[src/dts_pkg.sv]
// Package for the delayed trigger sequencer: sizes, codes and item types.
`default_nettype none
package dts_pkg;

  localparam int ENTRIES  = 16;
  localparam int MAX_FIRE = 16;
  localparam int CNT_W    = $clog2(ENTRIES + 1);
  localparam int FIRE_W   = $clog2(MAX_FIRE + 1);
  localparam int SEC_IDX  = 1 % ENTRIES;
  localparam int TID_W    = 16;
  localparam int DLY_W    = 24;
  localparam int TIME_W   = 32;
  localparam int ACT_W    = 16;

  typedef enum logic [1:0] {
    FN_LOAD  = 2'd0,
    FN_START = 2'd1,
    FN_TICK  = 2'd2
  } func_t;

  typedef enum logic {
    ST_IDLE = 1'b0,
    ST_EVAL = 1'b1
  } state_t;

  typedef struct packed {
    logic [1:0]        func;
    logic [TID_W-1:0]  target_id;
    logic [DLY_W-1:0]  delay_ms;
    logic [TIME_W-1:0] now_ms;
    logic [ACT_W-1:0]  activator;
    logic              immediate;
  } in_t;

  typedef struct packed {
    logic [TID_W-1:0] fired_target;
    logic [ACT_W-1:0] fired_activator;
    logic             last_of_run;
    logic             finished;
  } out_t;

  typedef struct packed {
    logic [TID_W-1:0] tid;
    logic [DLY_W-1:0] dly;
  } entry_t;

  // load: sorted insert; rot: head moves to tail of the filled part
  typedef struct packed {
    logic load;
    logic rot;
  } cell_ctl_t;

endpackage
`default_nettype wire

[src/dts_cell.sv]
// One table cell: holds an entry, takes part in sorted insert and rotation.
`default_nettype none
module dts_cell (
  input  wire logic               clk,
  input  wire dts_pkg::cell_ctl_t ctl,
  input  wire logic               valid,
  input  wire logic               tail,
  input  wire logic               b_prev,
  input  wire dts_pkg::entry_t    new_ent,
  input  wire dts_pkg::entry_t    prev_ent,
  input  wire dts_pkg::entry_t    next_ent,
  input  wire dts_pkg::entry_t    head_ent,
  output dts_pkg::entry_t         ent,
  output logic                    b
);
  import dts_pkg::*;

  entry_t ent_r, ent_nxt;

  // b: this cell sits at or after the insert position
  assign b   = !valid || (ent_r.dly > new_ent.dly);
  assign ent = ent_r;

  always_comb begin
    ent_nxt = ent_r;
    if (ctl.load) begin
      if (b) begin
        ent_nxt = b_prev ? prev_ent : new_ent;
      end
    end else if (ctl.rot) begin
      if (tail) begin
        ent_nxt = head_ent;
      end else if (valid) begin
        ent_nxt = next_ent;
      end
    end
  end

  always_ff @(posedge clk) begin
    ent_r <= ent_nxt;
  end

endmodule
`default_nettype wire

[src/dts_chain.sv]
// Row of table cells with neighbor links, head and second-entry taps.
`default_nettype none
module dts_chain (
  input  wire logic                     clk,
  input  wire dts_pkg::cell_ctl_t       ctl,
  input  wire logic [dts_pkg::CNT_W-1:0] count,
  input  wire dts_pkg::entry_t          new_ent,
  output dts_pkg::entry_t               head,
  output logic [dts_pkg::DLY_W-1:0]     second_dly
);
  import dts_pkg::*;

  entry_t ents [ENTRIES];
  logic   bs   [ENTRIES];

  for (genvar i = 0; i < ENTRIES; i++) begin : g_cell
    logic   valid_i, tail_i, b_prev_i;
    entry_t prev_i, next_i;

    assign valid_i = CNT_W'(i) < count;
    assign tail_i  = CNT_W'(i + 1) == count;

    if (i == 0) begin : g_first
      assign b_prev_i = 1'b0;
      assign prev_i   = new_ent;
    end else begin : g_rest
      assign b_prev_i = bs[i-1];
      assign prev_i   = ents[i-1];
    end

    if (i == ENTRIES - 1) begin : g_last
      assign next_i = ents[0];
    end else begin : g_mid
      assign next_i = ents[i+1];
    end

    dts_cell u_cell (
      .clk      (clk),
      .ctl      (ctl),
      .valid    (valid_i),
      .tail     (tail_i),
      .b_prev   (b_prev_i),
      .new_ent  (new_ent),
      .prev_ent (prev_i),
      .next_ent (next_i),
      .head_ent (ents[0]),
      .ent      (ents[i]),
      .b        (bs[i])
    );
  end

  assign head       = ents[0];
  assign second_dly = ents[SEC_IDX].dly;

endmodule
`default_nettype wire

[src/delayed_trigger_sequencer_core.sv]
// Top level of the delayed trigger sequencer: run control and result register.
//
//  channel  ports                            dir  payload
//  input    in_valid / in_ready / in_data    in   dts_pkg::in_t
//  result   out_valid / out_ready / out_data out  dts_pkg::out_t
//
// A load item taken while no run is active and the table has room shifts the cell
// row in parallel to insert it. A start or tick item that evaluates is accepted,
// then fires one per cycle from the head cell, which rotates to the tail of the
// table, unless stalled, and ends with a closing check. Other items skip evaluation.
// Reset clears count, pointer and run state; the cell contents are undefined.
// A full result register stalls the fire sequence; no item is taken meanwhile.
`default_nettype none
module delayed_trigger_sequencer_core (
  input  wire logic           clk,
  input  wire logic           rst_n,
  input  wire logic           in_valid,
  output logic                in_ready,
  input  wire dts_pkg::in_t   in_data,
  output logic                out_valid,
  input  wire logic           out_ready,
  output dts_pkg::out_t       out_data
);
  import dts_pkg::*;

  state_t             state_r, state_nxt;
  logic [CNT_W-1:0]   count_r, count_nxt;
  logic [CNT_W-1:0]   next_r, next_nxt;
  logic [FIRE_W-1:0]  nfire_r, nfire_nxt;
  logic               running_r, running_nxt;
  logic [TIME_W-1:0]  start_r, start_nxt;
  logic [TIME_W-1:0]  elapsed_r, elapsed_nxt;
  logic [ACT_W-1:0]   act_r, act_nxt;
  logic               out_valid_r, out_valid_nxt;
  out_t               out_r, out_nxt;

  cell_ctl_t          ctl;
  entry_t             new_ent, head;
  logic [DLY_W-1:0]   second_dly;
  logic               acc, due, fin, last;
  logic [CNT_W-1:0]   next_inc;

  assign in_ready  = state_r == ST_IDLE;
  assign acc       = in_valid && in_ready;
  assign out_valid = out_valid_r;
  assign out_data  = out_r;

  assign new_ent.tid = in_data.target_id;
  assign new_ent.dly = in_data.delay_ms;

  dts_chain u_chain (
    .clk        (clk),
    .ctl        (ctl),
    .count      (count_r),
    .new_ent    (new_ent),
    .head       (head),
    .second_dly (second_dly)
  );

  assign next_inc = next_r + CNT_W'(1);
  assign due  = (next_r < count_r) && (TIME_W'(head.dly) <= elapsed_r) &&
                (nfire_r < FIRE_W'(MAX_FIRE));
  assign fin  = next_inc == count_r;
  assign last = fin || ((nfire_r + FIRE_W'(1)) == FIRE_W'(MAX_FIRE)) ||
                (TIME_W'(second_dly) > elapsed_r);

  always_comb begin
    state_nxt     = state_r;
    count_nxt     = count_r;
    next_nxt      = next_r;
    nfire_nxt     = nfire_r;
    running_nxt   = running_r;
    start_nxt     = start_r;
    elapsed_nxt   = elapsed_r;
    act_nxt       = act_r;
    out_valid_nxt = out_valid_r && !out_ready;
    out_nxt       = out_r;
    ctl           = '0;
    case (state_r)
      ST_IDLE: begin
        if (acc) begin
          case (in_data.func)
            FN_LOAD: begin
              if (!running_r && (count_r < CNT_W'(ENTRIES))) begin
                ctl.load  = 1'b1;
                count_nxt = count_r + CNT_W'(1);
              end
            end
            FN_START: begin
              if (!running_r) begin
                running_nxt = 1'b1;
                act_nxt     = in_data.activator;
                start_nxt   = in_data.now_ms;
                next_nxt    = '0;
                elapsed_nxt = '0;
                nfire_nxt   = '0;
                if (in_data.immediate) begin
                  state_nxt = ST_EVAL;
                end
              end
            end
            FN_TICK: begin
              if (running_r) begin
                elapsed_nxt = in_data.now_ms - start_r;
                nfire_nxt   = '0;
                state_nxt   = ST_EVAL;
              end
            end
            default: ;
          endcase
        end
      end
      ST_EVAL: begin
        if (due) begin
          if (!out_valid_r || out_ready) begin
            ctl.rot                 = 1'b1;
            next_nxt                = next_inc;
            nfire_nxt               = nfire_r + FIRE_W'(1);
            out_valid_nxt           = 1'b1;
            out_nxt.fired_target    = head.tid;
            out_nxt.fired_activator = act_r;
            out_nxt.last_of_run     = last;
            out_nxt.finished        = fin;
          end
        end else begin
          state_nxt = ST_IDLE;
          if (next_r >= count_r) begin
            running_nxt = 1'b0;
            start_nxt   = '0;
          end
        end
      end
      default: state_nxt = ST_IDLE;
    endcase
  end

  always_ff @(posedge clk) begin
    if (!rst_n) begin
      state_r <= ST_IDLE;
    end else begin
      state_r <= state_nxt;
    end
  end

  always_ff @(posedge clk) begin
    if (!rst_n) begin
      count_r     <= '0;
      next_r      <= '0;
      nfire_r     <= '0;
      running_r   <= 1'b0;
      start_r     <= '0;
      elapsed_r   <= '0;
      act_r       <= '0;
      out_valid_r <= 1'b0;
    end else begin
      count_r     <= count_nxt;
      next_r      <= next_nxt;
      nfire_r     <= nfire_nxt;
      running_r   <= running_nxt;
      start_r     <= start_nxt;
      elapsed_r   <= elapsed_nxt;
      act_r       <= act_nxt;
      out_valid_r <= out_valid_nxt;
    end
  end

  always_ff @(posedge clk) begin
    out_r <= out_nxt;
  end

endmodule
`default_nettype wire

[config.mk]
export PLATFORM = sky130hd
export DESIGN_NAME = delayed_trigger_sequencer_core
export DESIGN_NICKNAME = d
export VERILOG_FILES = /design/src/dts_pkg.sv /design/src/dts_cell.sv /design/src/dts_chain.sv /design/src/delayed_trigger_sequencer_core.sv
export SDC_FILE = /design/constraint.sdc
export NUM_CORES = 2
export LEC_CHECK = 0
export BUFFER_PORTS_ARGS = -buffer_cell sky130_fd_sc_hd__buf_2
export CORE_ASPECT_RATIO = 2
export CORE_UTILIZATION = 55
export CTS_BUF_LIST = sky130_fd_sc_hd__clkbuf_4 sky130_fd_sc_hd__clkbuf_8
export DETAILED_ROUTE_END_ITERATION = 12
export PLACE_DENSITY = 0.8
export SLEW_MARGIN = 0
export SYNTH_ARGS = -nofsm -noshare
export SYNTH_HDL_FRONTEND = slang
export SYNTH_SLANG_ARGS = --single-unit
[constraint.sdc]
create_clock -name clk -period 6.17 [get_ports clk]
set_input_delay 0.3085 -clock clk [delete_from_list [all_inputs] [get_ports clk]]
set_output_delay 0.3085 -clock clk [all_outputs]
set_load 0.01 [all_outputs]
Word level (Yosys, flattened, before mapping)

Index checks and enable logic that the tools add are counted.

Add/sub/neg operators: 4
Shift operators: 0
Multiplexer cells: 138
Reductions and logical operators: 86
Bitwise operators: 2
Magnitude comparators: 38
$mul: 0
Eq/ne operators: 49
Divide/modulo/power cells: 0

Operators by type and width:

| cell                  | number |
|---|---|
| $mux W40              | 95 |
| $gt A24 B24 Y1        | 16 |
| $mux W32              | 7 |
| $pmux W32 S2          | 2 |
| $reduce_and A3 Y1     | 16 |
| $mux W5               | 9 |
| $reduce_bool A3 Y1    | 15 |
| $ne A2 B1 Y1 const B  | 21 |
| $eq A4 B5 Y1 const A  | 8 |
| $lt A4 B5 Y1 const A  | 8 |
| $gt A24 B32 Y1        | 1 |
| $le A24 B32 Y1        | 1 |
| $sub A32 B32 Y32      | 1 |
| $pmux W5 S2           | 3 |
| $eq A3 B5 Y1 const A  | 4 |
| $lt A3 B5 Y1 const A  | 4 |
| $logic_not A1 Y1      | 19 |
| $logic_or A1 B1 Y1    | 19 |
| $mux W1               | 19 |
| $reduce_and A4 Y1     | 4 |
| $add A5 B1 Y5 const B | 3 |
| $reduce_and A5 Y1     | 3 |
| $eq A2 B5 Y1 const A  | 2 |
| $lt A1 B5 Y1 const A  | 2 |
| other kinds (19)      | 35 |

Flip-flop bits (word level): 772
Memories: 0
Latch bits: 0
Input bits: 95
RAM bits: 0
Logic and storage cells: 362
Memory bits (read-only): 0

Logic depth before layout (Yosys ltp)

Depth after elaboration: 8
Depth in mapped cells: 13
Gate-level depth less buffers: 12

Modules after synthesis

Synthesis repeated with hierarchy kept, for this count alone.

Cell total of the unflattened synthesis: 5,935
Area, all modules: 57,323.7 um^2

Modules (own cells, without submodules):

| module                                   | area each (um^2) | instances | cells an instance |
|---|---|---|---|
| dts_cell at u_chain.g_cell[0].u_cell ... | 3,084.2          | 14        | 315 |
| delayed_trigger_sequencer_core           | 7,617.3          | 1         | 843 |
| dts_cell at u_chain.g_cell[8].u_cell ... | 3,131.8          | 2         | 315 |
| dts_chain                                | 264.0            | 1         | 52 |

Least setup slack after synthesis

No wires, ideal clock.

Path kind: input to register
Start: input in_data[66] in the netlist's numbering
End: register u_chain.g_cell[1].u_cell.ent_r, in the netlist u_chain.g_cell[1].u_cell.ent[0], enable pin
Cell stages on the path: 11
Path slack: 1,190 ps
Library setup time: 455 ps
Data arrival time: 4,524 ps
Cell sequence: clkbuf_1 inv_1 ha_1 nand4_1 or2_1 nor4_1 nor3_1 o221ai_1 nand2_1 clkbuf_1 a22oi_1

Longest elaborated chain between the ends: 4

RTL lines:

| what                               | line                                 | RTL |
|---|---|---|
| start, declared                    | delayed_trigger_sequencer_core.sv:19 | `input wire dts_pkg::in_t in_data,` |
| $gt A24 B24 Y1                     | dts_cell.sv:21                       | `assign b = !valid \|\| (ent_r.dly > new_ent.dly);` |
| $logic_or A1 B1 Y1                 | dts_cell.sv:21                       |  |
| $ne A2 B1 Y1 (no source line)      | -                                    |  |
| $reduce_and A3 Y1 (no source line) | -                                    |  |
| end signal, assigned               | dts_cell.sv:40                       | `ent_r <= ent_nxt;` |
| end, declared                      | dts_cell.sv:18                       | `entry_t ent_r, ent_nxt;` |

Every way passes these cells.
A chain may end at the register's enable or synchronous reset.

Final worst setup path

Start: input in_data[70] in the netlist's numbering
End: register u_chain.g_cell[13].u_cell.ent_r, in the netlist u_chain.g_cell[13].u_cell.ent[10], enable pin

Longest elaborated chain between the ends: 4

RTL lines:

| what                               | line |
|---|---|
| $gt A24 B24 Y1                     | dts_cell.sv:21 |
| $logic_or A1 B1 Y1                 | dts_cell.sv:21 |
| $ne A2 B1 Y1 (no source line)      | - |
| $reduce_and A3 Y1 (no source line) | - |
| end signal, assigned               | dts_cell.sv:40 |
| end, declared                      | dts_cell.sv:18 |

Every way passes these cells.

==> run_results.csv <==
group,metric,value,unit
final_layout,drive_above_1_share,13.3,%
synthesis,syn-num-nets,6008,
synthesis,synthArstFlopShare,0,%
synthesis,synth.avg_cell_area,9.96,um2
synthesis,ys_ff_latch,772,
status,status,"finished, final reports clean",
final_layout,nNetsFinal,6048,
sta,skew,0.0485,ns
pwr,ir_worst_vdd,0.273,mV
sta,slew_viol_final,0,
floorplanning,die_y,447,um
route,vias,49600,
pwr,intPower,8.60,mW
clock_network,clk_pin_slew,0.07,ns
clock_network,cts_buffers,114,
clock_network,clock_latency,0.90,ns
worst_setup_path,timing.rr.start,"u_chain.g_cell[13].u_cell.ent[21]",
pwr,seqPwrFrac,49.4,%
floorplanning,initial_core_util,55.6,%
worst_setup_path,critical_path_class,"in2reg",
grt,antenna_found_initial,8,
worst_setup_path,rr_worst_depth,10,
pwr,p_sw_share,29.5,%
worst_setup_path,worstSetupEndpointType,"flop",
sta,max_freq,0.183,GHz
route,drc,0,
synthesis,syn_inst,5460,
clock_network,cts_resized,0,
clock_network,cts_sinks,772,
route,via_per_inst,7.18,
route,firstDrtPassIters,9,
sta,setup-violations-final,0,
floorplanning,design.die.area,0.100,mm2
pwr,comb_power_share,14.1,%
sta,setup_ws,0.717,ns
final_layout,area_growth,10.3,%
clock_network,cts_tree,"done",
placement,placed_area,0.0567,mm2
pwr,totalPowerFinal,12.2,mW
grt,overflow,0,
worst_setup_path,critPathCapture,"u_chain.g_cell[13].u_cell.ent[10]",
synthesis,ys_warn_count,0,
floorplanning,io-pin-count,131,
pwr,p_leak,23.6,nW
pwr,power_frac_clock,36.5,%
clock_network,cts_root_buf,"clkbuf_8",
floorplanning,num_rows,162,
synthesis,synth_flop_cell,"edfxtp_1",
sta,setup_tns,0,ns
route,wl_per_cell,33.8,um
sta,worst_pin_slew,1.35,ns
synthesis,synth.distinct_cells,81,
sta,period_share,88.4,%
worst_setup_path,worstPathMaxFanout,42,
synthesis,syn_area,0.0544,mm2
grt,grt_pass1_vias,48700,
synthesis,yosysSeqAreaShare,40.8,%
floorplanning,chipWidth,224,um
clock_network,htree_levels,3,
grt,grt_max_degree,189,
clock_network,clock_path_buffers,3,
hold_path,hp-class,"in2reg",
pwr,switchingPower,3.60,mW
placement,dp_worst_setup_slack,0.847,ns
route,routed_wirelength,233,mm
pwr,p_per_area,203,mW/mm2
route,drtAntennaViolNets,0,
placement,dp_hpwl,159,mm
placement,gp_congestion,1.17,
worst_setup_path,setup.worst_path.start_class,"input port",
floorplanning,core_area,0.0977,mm2
sta,rsz0062_at_grt,"no",
final_layout,fin_area,0.0600,mm2
final_layout,final_core_util,61.4,%
route,drtIter0Drc,6564,
synthesis,synth_enable_flop_cells,674,
worst_setup_path,critical_path.startpoint,"in_data[70]",
job,maxCapViolCount,0,
placement,portBuffers,130,
worst_setup_path,arrival,5.96,ns
grt,grt_pass1_wl,332,mm
sta,hold_viol,0,
worst_setup_path,rrSetupSlack,0.97,ns
grt,grtUsageTotal,46.2,%
sta,period_needed,5.45,ns
sta,max_slew_margin,8.91,%
worst_setup_path,r2r_end,"u_chain.g_cell[13].u_cell.ent[10]",
worst_setup_path,cp.required,6.67,ns
[logic make-up (layout without fill, tap and decap cells)]
kind of cell    count (synthesis)  count (layout)  share of synthesized area [%]
mux                           593             593                           11.6
compound gates               1440            1440                           18.5
other cells                     0               4                              0
xor+xnor                       34              34                          0.548
fa+ha+maj                     453             453                           10.4
flops                         772             772                           40.8
simple gates                 1583            1583                           13.8
buf+inv                       585             720                           4.26
[cells in the mapped netlist (117+ instances only)]
cell	count	area, um2
a221oi_1	123	1080
nor2_1	166	623
ha_1	452	5660
nor3_1	201	1010
nor2b_1	198	1240
clkbuf_1	396	1490
mux2i_1	435	4350
a211oi_1	182	1370
o21ai_1	184	921
mux2_2	117	1320
inv_1	126	473
a21oi_1	355	1780
nand2_1	653	2450
edfxtp_1	674	20200
[worst min path at each step]
stage                 from                               end  slack [ns]  depth (start not counted)
4_1_cts        in_data[60]  u_chain.g_cell[2].u_cell.ent[11]       0.007                          4
3_3_place_gp     act_r[15]                      out_data[17]        0.41                          0
5_1_grt        in_data[60]  u_chain.g_cell[0].u_cell.ent[11]        0.07                          4
3_5_place_dp      act_r[9]                      out_data[11]        0.42                          0
2_1_floorplan     act_r[8]                      out_data[10]        0.41                          0
6_report       in_data[90]                         running_r        0.06                          5
[stage by stage]
stage | hold slack [ns] | cells
after global placement | 0.412 | 6602
after detailed placement | 0.418 | 6603
final | 0.0599 | 6911
after floorplan | 0.408 | 5460
after CTS | 0.00675 | 6904
after global routing | 0.0653 | 6909
[state kept, by name (all words and copies together) (netlist names)]
register                   count
next_r                         5
state_r                        1
nfire_r                        5
running_r                      1
count_r                        5
out_valid                      1
u_chain.g_cell.u_cell.ent    640
out_data                      34
start_r                       32
elapsed_r                     32
act_r                         16
[cells in the final DEF (no fill, tap or decap), types with 120 or more instances in the layout]
master / count
a21oi_1: 351
buf_4: 136
nor2b_1: 198
edfxtp_1: 674
ha_1: 452
buf_2: 130
nor3_1: 200
nor2_1: 164
a221oi_1: 123
nand2_1: 646
o21ai_1: 175
inv_1: 126
mux2i_1: 435
a211oi_1: 182
clkbuf_8: 120
[layer usage]
layer	vias to the layer above	part of all wire [%]	wire (um)	GRT usage, %
met3	1409	10	23800	11.4
met2	3808	46	106000	73.6
met4	4	13	29600	48.4
met1	23600	32	73800	48.3
met5	-	0.014	33	0.0496
li1	20800	-	-	-
[critical path, cell delays in order]
cell and delay [ns]:
dlygate4sd3_1 0.53, buf_2 0.28, inv_1 0.38, ha_1 0.50
nand4_1 0.33, nor3_1 0.95, nand4_1 0.44, nor2_1 0.52
o2111ai_1 0.27, a32oi_4 0.26, buf_12 0.44, a22o_2 0.24
buf_4 0.45
[power by group through the flow]
| stage | sequential [mW] | clock [mW] | combinational (mW) |
|---|---|---|---|
| 6_report | 6.02 | 4.46 | 1.72 |
| 5_1_grt | 6.02 | 4.61 | 1.83 |
| 4_1_cts | 6.01 | 4.43 | 1.65 |
| 3_5_place_dp | 6.12 | 0 | 1.60 |
| 3_3_place_gp | 6.12 | 0 | 1.56 |
| 2_1_floorplan | 6.04 | 0 | 1.04 |
[timing repair]
item                                   in CTS  in global routing
buffers inserted                            0                  0
endpoints found under the hold margin     324                  0
hold buffers                               90                  0
[area by class of cell]
| class | count | area, um2 |
|---|---|---|
| clock inverters | 49 | 304 |
| inverters | 131 | 492 |
| multi-input cells | 4103 | 30300 |
| fillers | 8166 | 37700 |
| diodes | 4 | 10.0 |
| repair buffers | 378 | 3000 |
| clock buffers | 162 | 1970 |
| well taps | 1312 | 1640 |
| flip-flops and latches | 772 | 22200 |
(Power assumes the default switching activity.)
